[src/rtl/tret_pkg.sv]
// shared types and constants of the touch region event tracker
package tret_pkg;

    // field widths
    localparam int XY_W   = 13;
    localparam int ID_W   = 5;
    localparam int DIM_W  = 12;
    localparam int CMD_W  = 2;
    localparam int EV_W   = 3;
    localparam int MUL_W  = 24;
    localparam int PROD_W = 2 * MUL_W;

    // configuration port
    localparam int CFG_IDX_W  = 3;
    localparam int CFG_DATA_W = DIM_W;

    localparam logic [CFG_IDX_W-1:0] REG_WIDTH   = 3'd0;
    localparam logic [CFG_IDX_W-1:0] REG_HEIGHT  = 3'd1;
    localparam logic [CFG_IDX_W-1:0] REG_ELLIPSE = 3'd2;
    localparam logic [CFG_IDX_W-1:0] REG_CONSUME = 3'd3;
    localparam logic [CFG_IDX_W-1:0] REG_DYNAMIC = 3'd4;
    localparam logic [CFG_IDX_W-1:0] REG_MULTI   = 3'd5;

    // input commands
    localparam logic [CMD_W-1:0] CMD_DOWN   = 2'd0;
    localparam logic [CMD_W-1:0] CMD_MOVE   = 2'd1;
    localparam logic [CMD_W-1:0] CMD_UP     = 2'd2;
    localparam logic [CMD_W-1:0] CMD_CANCEL = 2'd3;

    // result events
    localparam logic [EV_W-1:0] EV_NONE   = 3'd0;
    localparam logic [EV_W-1:0] EV_ENTER  = 3'd1;
    localparam logic [EV_W-1:0] EV_LEAVE  = 3'd2;
    localparam logic [EV_W-1:0] EV_DOWN   = 3'd3;
    localparam logic [EV_W-1:0] EV_UP     = 3'd4;
    localparam logic [EV_W-1:0] EV_MOVE   = 3'd5;
    localparam logic [EV_W-1:0] EV_CANCEL = 3'd6;

    // hit test request and response
    typedef struct packed {
        logic start;
        logic ellipse;
    } hit_req_t;

    typedef struct packed {
        logic done;
        logic hit;
    } hit_rsp_t;

endpackage

[src/rtl/tret_hit_unit.sv]
// region hit test: direct rectangle compare, ellipse through one shared multiplier
module tret_hit_unit (
    input  logic                                   aclk,
    input  logic                                   aresetn,
    input  tret_pkg::hit_req_t                     req,
    input  logic signed [tret_pkg::XY_W-1:0]       pos_x,
    input  logic signed [tret_pkg::XY_W-1:0]       pos_y,
    input  logic        [tret_pkg::DIM_W-1:0]      width,
    input  logic        [tret_pkg::DIM_W-1:0]      height,
    output tret_pkg::hit_rsp_t                     rsp
);
    import tret_pkg::*;

    localparam logic [2:0] STEP_AH  = 3'd0;
    localparam logic [2:0] STEP_BW  = 3'd1;
    localparam logic [2:0] STEP_WH  = 3'd2;
    localparam logic [2:0] STEP_AA  = 3'd3;
    localparam logic [2:0] STEP_BB  = 3'd4;
    localparam logic [2:0] STEP_CC  = 3'd5;
    localparam logic [2:0] STEP_CMP = 3'd6;

    logic                busy_reg;
    logic [2:0]          step_reg;
    logic                done_reg;
    logic                inside_reg;
    logic [XY_W-1:0]     ax_reg, ay_reg;
    logic [DIM_W-1:0]    w_reg, h_reg;
    logic [MUL_W-1:0]    a_reg, b_reg, c_reg;
    logic [PROD_W-1:0]   prod_reg;
    logic [PROD_W:0]     acc_reg;

    logic [XY_W-1:0]     abs_x, abs_y;
    logic                dims_ok;
    logic signed [XY_W+1:0] x2, y2, w_s, h_s;
    logic                rect_hit;
    logic [MUL_W-1:0]    op_a, op_b;
    logic                ellipse_hit;

    // magnitudes; the most negative value maps to its unsigned magnitude
    assign abs_x = pos_x[XY_W-1] ? (~pos_x + 1'b1) : pos_x;
    assign abs_y = pos_y[XY_W-1] ? (~pos_y + 1'b1) : pos_y;

    // rectangle test: -w <= 2x < w and -h <= 2y < h
    assign dims_ok  = (width != '0) && (height != '0);
    assign x2       = {pos_x[XY_W-1], pos_x, 1'b0};
    assign y2       = {pos_y[XY_W-1], pos_y, 1'b0};
    assign w_s      = $signed({3'b000, width});
    assign h_s      = $signed({3'b000, height});
    assign rect_hit = dims_ok && (x2 >= -w_s) && (x2 < w_s) && (y2 >= -h_s) && (y2 < h_s);

    // operand select for the shared multiplier
    always_comb begin
        case (step_reg)
            STEP_AH: begin
                op_a = {{(MUL_W-XY_W){1'b0}}, ax_reg};
                op_b = {{(MUL_W-DIM_W){1'b0}}, h_reg};
            end
            STEP_BW: begin
                op_a = {{(MUL_W-XY_W){1'b0}}, ay_reg};
                op_b = {{(MUL_W-DIM_W){1'b0}}, w_reg};
            end
            STEP_WH: begin
                op_a = {{(MUL_W-DIM_W){1'b0}}, w_reg};
                op_b = {{(MUL_W-DIM_W){1'b0}}, h_reg};
            end
            STEP_AA: begin
                op_a = a_reg;
                op_b = a_reg;
            end
            STEP_BB: begin
                op_a = b_reg;
                op_b = b_reg;
            end
            STEP_CC: begin
                op_a = c_reg;
                op_b = c_reg;
            end
            default: begin
                op_a = '0;
                op_b = '0;
            end
        endcase
    end

    // 4(A^2 + B^2) <= C^2 with A = |x|h, B = |y|w, C = wh
    assign ellipse_hit = {acc_reg, 2'b00} <= {3'b000, prod_reg};

    // sequencer control
    always_ff @(posedge aclk) begin
        if (!aresetn) begin
            busy_reg <= 1'b0;
            step_reg <= STEP_AH;
            done_reg <= 1'b0;
        end else begin
            done_reg <= 1'b0;
            if (req.start) begin
                if (req.ellipse && dims_ok) begin
                    busy_reg <= 1'b1;
                    step_reg <= STEP_AH;
                end else begin
                    done_reg <= 1'b1;
                end
            end else if (busy_reg) begin
                if (step_reg == STEP_CMP) begin
                    busy_reg <= 1'b0;
                    done_reg <= 1'b1;
                end else begin
                    step_reg <= step_reg + 3'd1;
                end
            end
        end
    end

    // datapath registers
    always_ff @(posedge aclk) begin
        prod_reg <= {{MUL_W{1'b0}}, op_a} * {{MUL_W{1'b0}}, op_b};
        if (req.start) begin
            ax_reg     <= abs_x;
            ay_reg     <= abs_y;
            w_reg      <= width;
            h_reg      <= height;
            inside_reg <= rect_hit;
        end else if (busy_reg) begin
            case (step_reg)
                STEP_BW:  a_reg <= prod_reg[MUL_W-1:0];
                STEP_WH:  b_reg <= prod_reg[MUL_W-1:0];
                STEP_AA:  c_reg <= prod_reg[MUL_W-1:0];
                STEP_BB:  acc_reg <= {1'b0, prod_reg};
                STEP_CC:  acc_reg <= acc_reg + {1'b0, prod_reg};
                STEP_CMP: inside_reg <= ellipse_hit;
                default: ;
            endcase
        end
    end

    assign rsp.done = done_reg;
    assign rsp.hit  = inside_reg;

endmodule

[src/rtl/touch_region_event_tracker_core.sv]
// top level: touch region event tracker with capture state and result output register
// the rectangle test is decided directly; the ellipse test runs six products through one
// shared 24x24 multiplier; a new input is taken only once the last result of the previous
// input is loaded into the output register, so output stalls also hold the input;
// a second result of the same input is loaded into the output register as the first is taken
// reset: aresetn synchronous active low; clears captured flags, active touch, configuration registers and output valid
module touch_region_event_tracker_core #(
    parameter int MAX_TOUCHES = 32
) (
    input  logic                                 aclk,
    input  logic                                 aresetn,
    // configuration writes
    input  logic                                 cfg_we,
    input  logic [tret_pkg::CFG_IDX_W-1:0]       cfg_index,
    input  logic [tret_pkg::CFG_DATA_W-1:0]      cfg_data,
    // input stream
    input  logic                                 s_axis_tvalid,
    output logic                                 s_axis_tready,
    input  logic [31:0]                          s_axis_tdata,  // pos_x, pos_y, touch_id
    input  logic [1:0]                           s_axis_tuser,  // command
    // result stream
    output logic                                 m_axis_tvalid,
    input  logic                                 m_axis_tready,
    output logic [31:0]                          m_axis_tdata,  // out_x, out_y, out_id, consumed
    output logic [2:0]                           m_axis_tuser,  // event_res
    output logic                                 m_axis_tlast
);
    import tret_pkg::*;

    localparam logic [1:0] ST_IDLE   = 2'd0;
    localparam logic [1:0] ST_WAIT   = 2'd1;
    localparam logic [1:0] ST_DECIDE = 2'd2;
    localparam logic [1:0] ST_EMIT2  = 2'd3;

    // configuration registers
    logic [DIM_W-1:0] width_reg, height_reg;
    logic             ellipse_reg, consume_reg, dynamic_reg, multi_reg;

    // tracking state
    logic [MAX_TOUCHES-1:0] flags_reg, flags_next;
    logic                   active_valid_reg, active_valid_next;
    logic [ID_W-1:0]        owner_id_reg, owner_id_next;

    // sequencer and held input item
    logic [1:0]             state_reg;
    logic [CMD_W-1:0]       cmd_reg;
    logic [XY_W-1:0]        x_reg, y_reg;
    logic [ID_W-1:0]        id_reg;
    logic                   cons_reg;
    logic [EV_W-1:0]        ev1_reg;

    // output register
    logic                   m_valid_reg;
    logic [EV_W-1:0]        m_ev_reg;
    logic [XY_W-1:0]        m_x_reg, m_y_reg;
    logic [ID_W-1:0]        m_id_reg;
    logic                   m_cons_reg, m_last_reg;

    logic                   s_accept;
    logic                   out_free;
    hit_req_t               hit_req;
    hit_rsp_t               hit_rsp;

    // decision signals
    logic                   in_region;
    logic                   flag_cur, in_range, is_active, flag_after;
    logic                   flag_wr, flag_val, clr_all;
    logic [EV_W-1:0]        ev0, ev1;
    logic                   have_ev, two_ev, cons;

    assign s_axis_tready = (state_reg == ST_IDLE);
    assign s_accept      = s_axis_tvalid && s_axis_tready;
    assign out_free      = !m_valid_reg || m_axis_tready;

    // hit test unit, started on every accepted transaction
    assign hit_req.start   = s_accept;
    assign hit_req.ellipse = ellipse_reg;

    tret_hit_unit u_hit (
        .aclk    (aclk),
        .aresetn (aresetn),
        .req     (hit_req),
        .pos_x   (s_axis_tdata[XY_W-1:0]),
        .pos_y   (s_axis_tdata[2*XY_W-1:XY_W]),
        .width   (width_reg),
        .height  (height_reg),
        .rsp     (hit_rsp)
    );

    assign in_region = hit_rsp.hit;

    // configuration writes
    always_ff @(posedge aclk) begin
        if (!aresetn) begin
            width_reg   <= '0;
            height_reg  <= '0;
            ellipse_reg <= 1'b0;
            consume_reg <= 1'b1;
            dynamic_reg <= 1'b0;
            multi_reg   <= 1'b0;
        end else if (cfg_we) begin
            case (cfg_index)
                REG_WIDTH:   width_reg   <= cfg_data;
                REG_HEIGHT:  height_reg  <= cfg_data;
                REG_ELLIPSE: ellipse_reg <= cfg_data[0];
                REG_CONSUME: consume_reg <= cfg_data[0];
                REG_DYNAMIC: dynamic_reg <= cfg_data[0];
                REG_MULTI:   multi_reg   <= cfg_data[0];
                default: ;
            endcase
        end
    end

    // flag lookup for the current id; ids past the table read as not captured
    always_comb begin
        flag_cur = 1'b0;
        in_range = 1'b0;
        for (int i = 0; i < MAX_TOUCHES; i++) begin
            if (32'(id_reg) == 32'(i)) begin
                flag_cur = flags_reg[i];
                in_range = 1'b1;
            end
        end
    end

    assign is_active = active_valid_reg && (owner_id_reg == id_reg);

    // event decision per command
    always_comb begin
        flag_wr           = 1'b0;
        flag_val          = 1'b0;
        clr_all           = 1'b0;
        active_valid_next = active_valid_reg;
        owner_id_next     = owner_id_reg;
        ev0               = EV_NONE;
        ev1               = EV_NONE;
        have_ev           = 1'b0;
        two_ev            = 1'b0;
        cons              = 1'b0;
        flag_after        = flag_cur;
        case (cmd_reg)
            CMD_DOWN: begin
                if (in_region) begin
                    flag_wr  = 1'b1;
                    flag_val = 1'b1;
                    if (!active_valid_reg || multi_reg) begin
                        active_valid_next = 1'b1;
                        owner_id_next     = id_reg;
                        ev0               = EV_DOWN;
                        have_ev           = 1'b1;
                    end
                    cons = consume_reg;
                end
            end
            CMD_MOVE: begin
                if (dynamic_reg) begin
                    if (in_region) begin
                        flag_wr    = 1'b1;
                        flag_val   = 1'b1;
                        flag_after = in_range;
                        if (!active_valid_reg || multi_reg) begin
                            active_valid_next = 1'b1;
                            owner_id_next     = id_reg;
                            ev0               = EV_ENTER;
                            have_ev           = 1'b1;
                        end
                    end else if (flag_cur) begin
                        flag_wr    = 1'b1;
                        flag_after = 1'b0;
                        if (is_active || multi_reg) begin
                            ev0               = EV_LEAVE;
                            have_ev           = 1'b1;
                            active_valid_next = 1'b0;
                        end
                    end
                end
                // move follows on the state left by enter or leave
                if (flag_after) begin
                    if ((active_valid_next && (owner_id_next == id_reg)) || multi_reg) begin
                        if (have_ev) begin
                            ev1    = EV_MOVE;
                            two_ev = 1'b1;
                        end else begin
                            ev0     = EV_MOVE;
                            have_ev = 1'b1;
                        end
                    end
                    cons = consume_reg;
                end
            end
            CMD_UP: begin
                if (flag_cur) begin
                    flag_wr = 1'b1;
                    if (is_active || multi_reg) begin
                        ev0               = EV_UP;
                        have_ev           = 1'b1;
                        active_valid_next = 1'b0;
                    end
                    cons = consume_reg;
                end
            end
            default: begin
                // cancel: drop every capture
                clr_all           = 1'b1;
                active_valid_next = 1'b0;
                owner_id_next     = '0;
                ev0               = (active_valid_reg || multi_reg) ? EV_CANCEL : EV_NONE;
            end
        endcase
    end

    // next captured flags
    always_comb begin
        flags_next = flags_reg;
        if (clr_all) begin
            flags_next = '0;
        end else if (flag_wr) begin
            for (int i = 0; i < MAX_TOUCHES; i++) begin
                if (32'(id_reg) == 32'(i)) begin
                    flags_next[i] = flag_val;
                end
            end
        end
    end

    // sequencer and tracking state
    always_ff @(posedge aclk) begin
        if (!aresetn) begin
            state_reg        <= ST_IDLE;
            flags_reg        <= '0;
            active_valid_reg <= 1'b0;
            owner_id_reg     <= '0;
        end else begin
            case (state_reg)
                ST_IDLE: begin
                    if (s_accept) begin
                        state_reg <= ST_WAIT;
                    end
                end
                ST_WAIT: begin
                    if (hit_rsp.done) begin
                        state_reg <= ST_DECIDE;
                    end
                end
                ST_DECIDE: begin
                    if (out_free) begin
                        flags_reg        <= flags_next;
                        active_valid_reg <= active_valid_next;
                        owner_id_reg     <= owner_id_next;
                        state_reg        <= two_ev ? ST_EMIT2 : ST_IDLE;
                    end
                end
                ST_EMIT2: begin
                    if (m_axis_tready) begin
                        state_reg <= ST_IDLE;
                    end
                end
                default: state_reg <= ST_IDLE;
            endcase
        end
    end

    // output valid: set when a result is loaded, cleared once taken
    always_ff @(posedge aclk) begin
        if (!aresetn) begin
            m_valid_reg <= 1'b0;
        end else if ((state_reg == ST_DECIDE && out_free) ||
                     (state_reg == ST_EMIT2 && m_axis_tready)) begin
            m_valid_reg <= 1'b1;
        end else if (m_axis_tready) begin
            m_valid_reg <= 1'b0;
        end
    end

    // input item and output payload
    always_ff @(posedge aclk) begin
        if (s_accept) begin
            cmd_reg <= s_axis_tuser;
            x_reg   <= s_axis_tdata[XY_W-1:0];
            y_reg   <= s_axis_tdata[2*XY_W-1:XY_W];
            id_reg  <= s_axis_tdata[2*XY_W+ID_W-1:2*XY_W];
        end
        if (state_reg == ST_DECIDE && out_free) begin
            ev1_reg    <= ev1;
            cons_reg   <= cons;
            m_ev_reg   <= ev0;
            m_cons_reg <= cons;
            m_last_reg <= !two_ev;
            if (have_ev && cmd_reg != CMD_CANCEL) begin
                m_x_reg  <= x_reg;
                m_y_reg  <= y_reg;
                m_id_reg <= id_reg;
            end else begin
                m_x_reg  <= '0;
                m_y_reg  <= '0;
                m_id_reg <= '0;
            end
        end else if (state_reg == ST_EMIT2 && m_axis_tready) begin
            m_ev_reg   <= ev1_reg;
            m_cons_reg <= cons_reg;
            m_last_reg <= 1'b1;
        end
    end

    assign m_axis_tvalid = m_valid_reg;
    assign m_axis_tuser  = m_ev_reg;
    assign m_axis_tdata  = {m_cons_reg, m_id_reg, m_y_reg, m_x_reg};
    assign m_axis_tlast  = m_last_reg;

    // a pending second result means the first one sits in the output register
    assert property (@(posedge aclk) disable iff (!aresetn)
        (state_reg == ST_EMIT2) |-> m_valid_reg)
        else $error("second result pending without first result in output register");

    // the hit unit only answers for an item in flight
    assert property (@(posedge aclk) disable iff (!aresetn)
        hit_rsp.done |-> (state_reg == ST_WAIT))
        else $error("hit test finished outside of wait state");

    // a cancel leaves no capture behind
    assert property (@(posedge aclk) disable iff (!aresetn)
        (state_reg == ST_DECIDE && out_free && cmd_reg == CMD_CANCEL)
        |=> (flags_reg == '0 && !active_valid_reg))
        else $error("cancel did not clear capture state");

    // only a move can produce two results, and the first is then not last
    assert property (@(posedge aclk) disable iff (!aresetn)
        (state_reg == ST_EMIT2) |-> (cmd_reg == CMD_MOVE && !m_last_reg))
        else $error("two results from a command other than move");

endmodule

[config.mk]
export PLATFORM = sky130hd
export DESIGN_NAME = touch_region_event_tracker_core
export DESIGN_NICKNAME = d
export VERILOG_FILES = /design/src/rtl/tret_pkg.sv /design/src/rtl/tret_hit_unit.sv /design/src/rtl/touch_region_event_tracker_core.sv
export SDC_FILE = /design/constraint.sdc
export NUM_CORES = 2
export LEC_CHECK = 0
export ABC_AREA = 1
export BUFFER_PORTS_ARGS = -buffer_cell sky130_fd_sc_hd__buf_2
export CELL_PAD_IN_SITES_DETAIL_PLACEMENT = 0
export CELL_PAD_IN_SITES_GLOBAL_PLACEMENT = 1
export CORE_MARGIN = 2
export CORE_UTILIZATION = 42
export DETAILED_ROUTE_END_ITERATION = 8
export HOLD_SLACK_MARGIN = 0.08
export PLACE_DENSITY_LB_ADDON = 0.1
export SETUP_SLACK_MARGIN = 0.3
export SYNTH_ARGS = -nofsm -noshare
export SYNTH_HDL_FRONTEND = slang
export SYNTH_SLANG_ARGS = --single-unit
[constraint.sdc]
create_clock -name aclk -period 7.8 [get_ports aclk]
set_input_delay 0.78 -clock aclk [delete_from_list [all_inputs] [get_ports aclk]]
set_output_delay 0.78 -clock aclk [all_outputs]
set_load 0.01 [all_outputs]
# [Word-level counts from Yosys, hierarchy flattened]
# Index checks and enable logic that the tools add are counted.
[word_totals] elab_cells=446 out_inout_bits=38 regBits=367 in_bits=54
[classes] n_bitwise=4 add_sub_neg=6 n_eq_ne=90 n_reduce_logical=83 order_cmp=5 muxes=188 mul=1
[ops] operator="$mux W1" n=145
[ops] operator="$pmux W24 S6" n=1
[ops] operator="$reduce_and A4 Y1" n=33
[ops] operator="$pmux W24 S5" n=1
[ops] operator="$pmux W49 S2" n=1
[ops] operator="$eq A5 B5 Y1 const B" n=16
[ops] operator="$ne A2 B1 Y1 const B" n=37
[ops] operator="$mux W32" n=2
[ops] operator="$le A51 B48 Y1" n=1
[ops] operator="$add A49 B48 Y49" n=1
[ops] operator="$mul A24 B24 Y48" n=1
[ops] operator="$mux W3" n=15
[ops] operator="$eq A5 B4 Y1 const B" n=8
[ops] operator="$ge A14 B15 Y1" n=2
[ops] operator="$neg A12 Y15" n=2
[ops] operator="$lt A14 B13 Y1" n=2
[ops] operator="$add A13 B1 Y13 const B" n=2
[ops] operator="$not A13 Y13" n=2
[ops] operator="$mux W12" n=2
[ops] operator="$reduce_and A3 Y1" n=8
[ops] operator="$reduce_bool A12 Y1" n=2
[ops] operator="$eq A5 B3 Y1 const B" n=4
[ops] operator="$mux W5" n=4
[ops] operator="$mux W2" n=9
[ops] operator="26 further kinds" n=76

# [Depth between registers and ports, before layout]
[depth] ltp_word=45 mapped_depth=49

# [By module]
# A second synthesis with hierarchy kept.
[hier_totals] cells_unflattened=5309 hier_area_um2=41383.4
[by_module_without_submodules] module="tret_hit_unit" instances=1 area_each_um2=35003.6 cells_each=4563 seq_area_each_um2=6226.0
[by_module_without_submodules] module="touch_region_event_tracker_core" instances=1 area_each_um2=6379.9 cells_each=746 seq_area_each_um2=3513.4

# [Worst setup path before layout]
# OpenSTA, ideal clock, no wires.
[synth_timing] path_kind="reg2reg" from="reg u_hit.step_reg[1]" to="reg u_hit.prod_reg[41]" arrival_ps=7990 stages_incl_launch_ff=40 period_less_slack_ps=8116 setup_ps=127 t_required_ps=7673 path_slack_ps=-316 cell_sequence="dfxtp_1 -> inv_1 -> ha_1 -> nand2_1 -> inv_2 -> a22o_1 -> a2111oi_0 -> nor2_1 -> clkbuf_1 -> nand2_1 -> fa_1 -> fa_1 -> inv_1 -> fa_1 -> ha_1 -> fa_1 -> inv_1 -> fa_1 -> [4 not listed] -> a21boi_1 -> nor2_1 -> nor2_2 -> o21ai_1 -> nand2_1 -> nand2_1 -> nand2_1 -> nand2_2 -> a21boi_1 -> o21bai_1 -> nand2_1 -> nand2_1 -> nand3_1 -> nand2_1 -> a21oi_1 -> o21a_1 -> o21ai_0 -> xor2_1"
[synth_via] elab_chain_len=4 elab_cells_between_ends=10 classes_between="mul: 1; eq/ne: 5; mux: 2; reduce/logical: 2"
[synth_lines] item="from (decl)" line="tret_hit_unit.sv:23" rtl="logic [2:0] step_reg;"
[synth_lines] item="from (signal assigned)" line="tret_hit_unit.sv:108" rtl="step_reg <= step_reg + 3'd1;"
[synth_lines] item="$eq A3 B2 Y1 or $logic_not A3 Y1 (tied branches)" line="tret_hit_unit.sv:53" rtl="case (step_reg)"
[synth_lines] item="$reduce_or A2 Y1 (no line)"
[synth_lines] item="$pmux W24 S5" line="tret_hit_unit.sv:53"
[synth_lines] item="$mul A24 B24 Y48 (*)" line="tret_hit_unit.sv:116" rtl="prod_reg <= {{MUL_W{1'b0}}, op_a} * {{MUL_W{1'b0}}, op_b};"
[synth_lines] item="to (signal assigned)" line="tret_hit_unit.sv:116"
[synth_lines] item="to (decl)" line="tret_hit_unit.sv:29" rtl="logic [PROD_W-1:0] prod_reg;"
# Every way passes the cells marked *; elsewhere a longest branch is shown, timed or not.
# A chain may end at the register's enable or synchronous reset.

# [Worst setup path in the final report]
[layout_timing] from="reg u_hit.step_reg[0]" to="reg u_hit.prod_reg[43]"
# The elaborated chain is that of the path after synthesis.

==> summary.md <==
| Metric | Value |
|---|---|
| Outcome | `complete, but fails checks` |
| Failing checks | `negative setup slack` |
| Via density per instance | `4.977` |
| WP buf/inv | `12` |
| Clock Latency Late Sink | `0.58 ns` |
| Final Total Pwr | `0.02281 W` |
| Max rail drop VDD | `1342 µV` |
| TritonCTS clock tree | `yes` |
| Fillers | `8457` |
| Row Count | `109` |
| Initial detailed-routing violation count | `1791` |
| Number of buffers added on ports | `90` |
| Die H | `302.2 µm` |
| Vias in the first global route | `29870` |
| Critical path's most frequent cell | `fa_1` |
| Pin count of the biggest net entering global routing | `77` |
| Hold_sp | `s_axis_tdata[30]` |
| Reg2reg start | `u_hit.step_reg[0]$_SDFFE_PN0P_` |
| Fmax | `125.8 MHz` |
| Distinct cells, synth | `63` |
| I/O pin count | `92` |
| GP Congestion | `0.9076` |
| Synth Cell Area | `0.03735 mm²` |
| Worst stage delay on the critical path | `0.55 ns` |
| Cell count after synthesis | `4214` |
| Max reg flops | `49` |
| Clk buf depth | `3` |
| Syn Area/Cell | `8.864 µm²` |
| Final global-route overflow total | `0` |
| Ys flop type | `edfxtp_1` |
| Hold WS | `0.3746 ns` |
| Critical path arrival | `8.45 ns` |
| Post-DRT Antenna Nets | `0` |
| Startpoint class of the critical path | `flip-flop` |
| Design area | `0.04476 mm²` |
| Max transition margin | `28.85%` |
| Starting Density | `42.33%` |
| Hpwl dp | `90.67 mm` |
| CP Capture Type | `flip-flop` |
| RSZ-0062 raised after global routing | `true` |
| Final Util | `50.73%` |
| Slew @ Worst Pin | `1.066 ns` |
| Core Area | `0.08824 mm²` |
| Initial antenna violation count | `8` |
| Most frequent cells in the layout | `inv_1, nand2_1, fa_1` |
| Crit path max-delay cell type | `fa_1` |
| Tmin final | `7.950 ns` |
| Final Hold Viols | `0` |
| Routed WL | `111.5 mm` |
| Fraction of layout cells with a size suffix above 1 | `18.51%` |
| Req. time, crit path | `8.30 ns` |
| Fin crit share | `101.9%` |
| Fin nets | `5491` |
| GR Util All Layers | `25.17%` |
| Hold Path Class | `input pin to flip-flop` |
| Warnings from Yosys | `0` |
| Clock buffer count from CTS | `43` |
| DRC | `0` |
| Clock transition at path regs | `0.06 ns` |
| Critical path peak fanout | `9` |
| Pins Over Slew Limit | `0` |
| Post-synthesis net count | `5082` |
| CTS Sinks | `363` |
| P per Cell Area | `509.6 mW/mm²` |
| DR pass1 iterations | `5` |
| Asr flop ratio synth | `0%` |
| First-pass GRT wire length | `174.8 mm` |
| Endpoints failing setup | `8` |
| H-tree Lvls | `2` |
| Wire length per cell | `19.14 µm` |
| Area of the die | `0.09134 mm²` |
| Yosys reg bits | `363` |
| Chip Width | `302.2 µm` |
| Layout area overhead | `19.84%` |
| Vias | `29000` |
| CTS Root Cell | `clkbuf_16` |
| Commonest non-fill, non-tap cell in the layout | `inv_1` |
| Seq/Total Area, Yosys | `25.91%` |
| Leak | `20.83 nW` |
| Number of synthesized flops with an enable pin | `241` |
| Cell family with most CP delay | `adder cells` |
| Setup crit start | `u_hit.step_reg[0]$_SDFFE_PN0P_` |
| Post-Route Skew | `0.04138 ns` |
| Crit path kind | `flip-flop to flip-flop` |
| # Max-Cap Violations | `0` |
| Dpl cell area | `0.04193 mm²` |
| Final worst slack | `-0.1504 ns` |
==> cell usage after synthesis (all sizes together), types with 4 or more instances <==
master | count | area (µm²)
a2111oi | 4 | 35.03
a211oi | 23 | 172.7
a21boi | 10 | 108.9
a21o | 7 | 52.55
a21oi | 219 | 1141
a221oi | 8 | 70.07
a22o | 7 | 61.31
a31oi | 22 | 137.6
buf | 28 | 191.4
clkbuf | 111 | 416.7
clkinv | 6 | 22.52
dfxtp | 122 | 2442
edfxtp | 241 | 7237
fa | 485 | 9709
ha | 329 | 4116
inv | 859 | 3224
nand2 | 798 | 3035
nand3 | 106 | 558.0
nand4 | 68 | 431.7
nor2 | 364 | 1474
nor3 | 28 | 140.1
nor4 | 10 | 62.56
o2111ai | 6 | 52.55
o211ai | 8 | 60.06
o21a | 7 | 52.55
o21ai | 170 | 914.6
o21bai | 6 | 45.04
o221ai | 8 | 70.07
o22ai | 4 | 25.02
o31ai | 4 | 35.03
or2 | 11 | 68.82
xnor2 | 43 | 376.6
xor2 | 82 | 718.2
==> repair_timing <==
item,in CTS,in global routing
setup buffers,46,14
gates resized for setup,141,55
hold buffers,0,0
pin swaps,90,36
setup endpoints to repair,24,24
==> routing by layer <==
metal | GRT usage, % | vias up | share of wire, %
li1 | - | 14090 | -
met1 | 35.68 | 14120 | 46
met2 | 40.22 | 619 | 46
met3 | 3.692 | 153 | 5.0
met4 | 6.907 | 10 | 3.0
met5 | 0 | - | 0.062
==> final timing paths <==
kind	to	slack, ns	cells past startpoint
min reg2reg	u_hit.h_reg[9]$_DFFE_PP_	0.43	0
max reg2reg	u_hit.prod_reg[43]$_DFF_P_	-0.15	46
min	id_reg[4]$_DFFE_PP_	0.37	1
max	u_hit.prod_reg[43]$_DFF_P_	-0.15	46
==> worst register-to-register path: cells and delay by family, from the launching register on <==
| family | cells | cell delay [ns] |
|---|---|---|
| AO/OA/AOI/OAI | 6 | 1.10 |
| buffers and inverters | 12 | 0.89 |
| AND/OR/NAND/NOR | 18 | 1.72 |
| flip-flops | 1 | 0.35 |
| XOR/XNOR | 1 | 0.16 |
| adder cells (fa/ha/maj) | 9 | 3.66 |
==> kinds of logic after synthesis <==
kind of cell / synth area share [%]
flip-flops: 25.91
adder cells (fa/ha/maj): 37.01
AND/OR/NAND/NOR: 15.55
buffers and inverters: 10.32
XOR/XNOR: 2.931
AO/OA/AOI/OAI: 8.280
==> layout make-up <==
type | count | area [µm²] | share of cell area, %
repair buffers | 503 | 3976 | 8.883
clock inverters | 26 | 286.5 | 0.6401
well taps | 1165 | 1458 | 3.256
diodes | 4 | 10.01 | 0.02236
inverters | 865 | 3272 | 7.309
clock buffers | 54 | 1180 | 2.636
flip-flops and latches | 363 | 9683 | 21.63
multi-input cells | 2847 | 24900 | 55.62
==> power breakdown <==
group	switching, W	internal (W)	total, W
registers	0.000307	0.00257	0.00288
clock network	0.000866	0.00122	0.00209
logic	0.00981	0.00803	0.0178
==> stage by stage <==
stage / cells / setup WS, ns / setup TNS (ns)
2_1_floorplan: 4214 / 0.3007 / 0
3_5_place_dp: 5683 / -0.5676 / -5.771
5_1_grt: 5824 / -0.4801 / -4.957
4_1_cts: 5809 / -0.1193 / -0.2630
6_report: 5827 / -0.1504 / -0.7318
3_3_place_gp: 5683 / -0.5314 / -5.291
(Power assumes the default switching activity.)
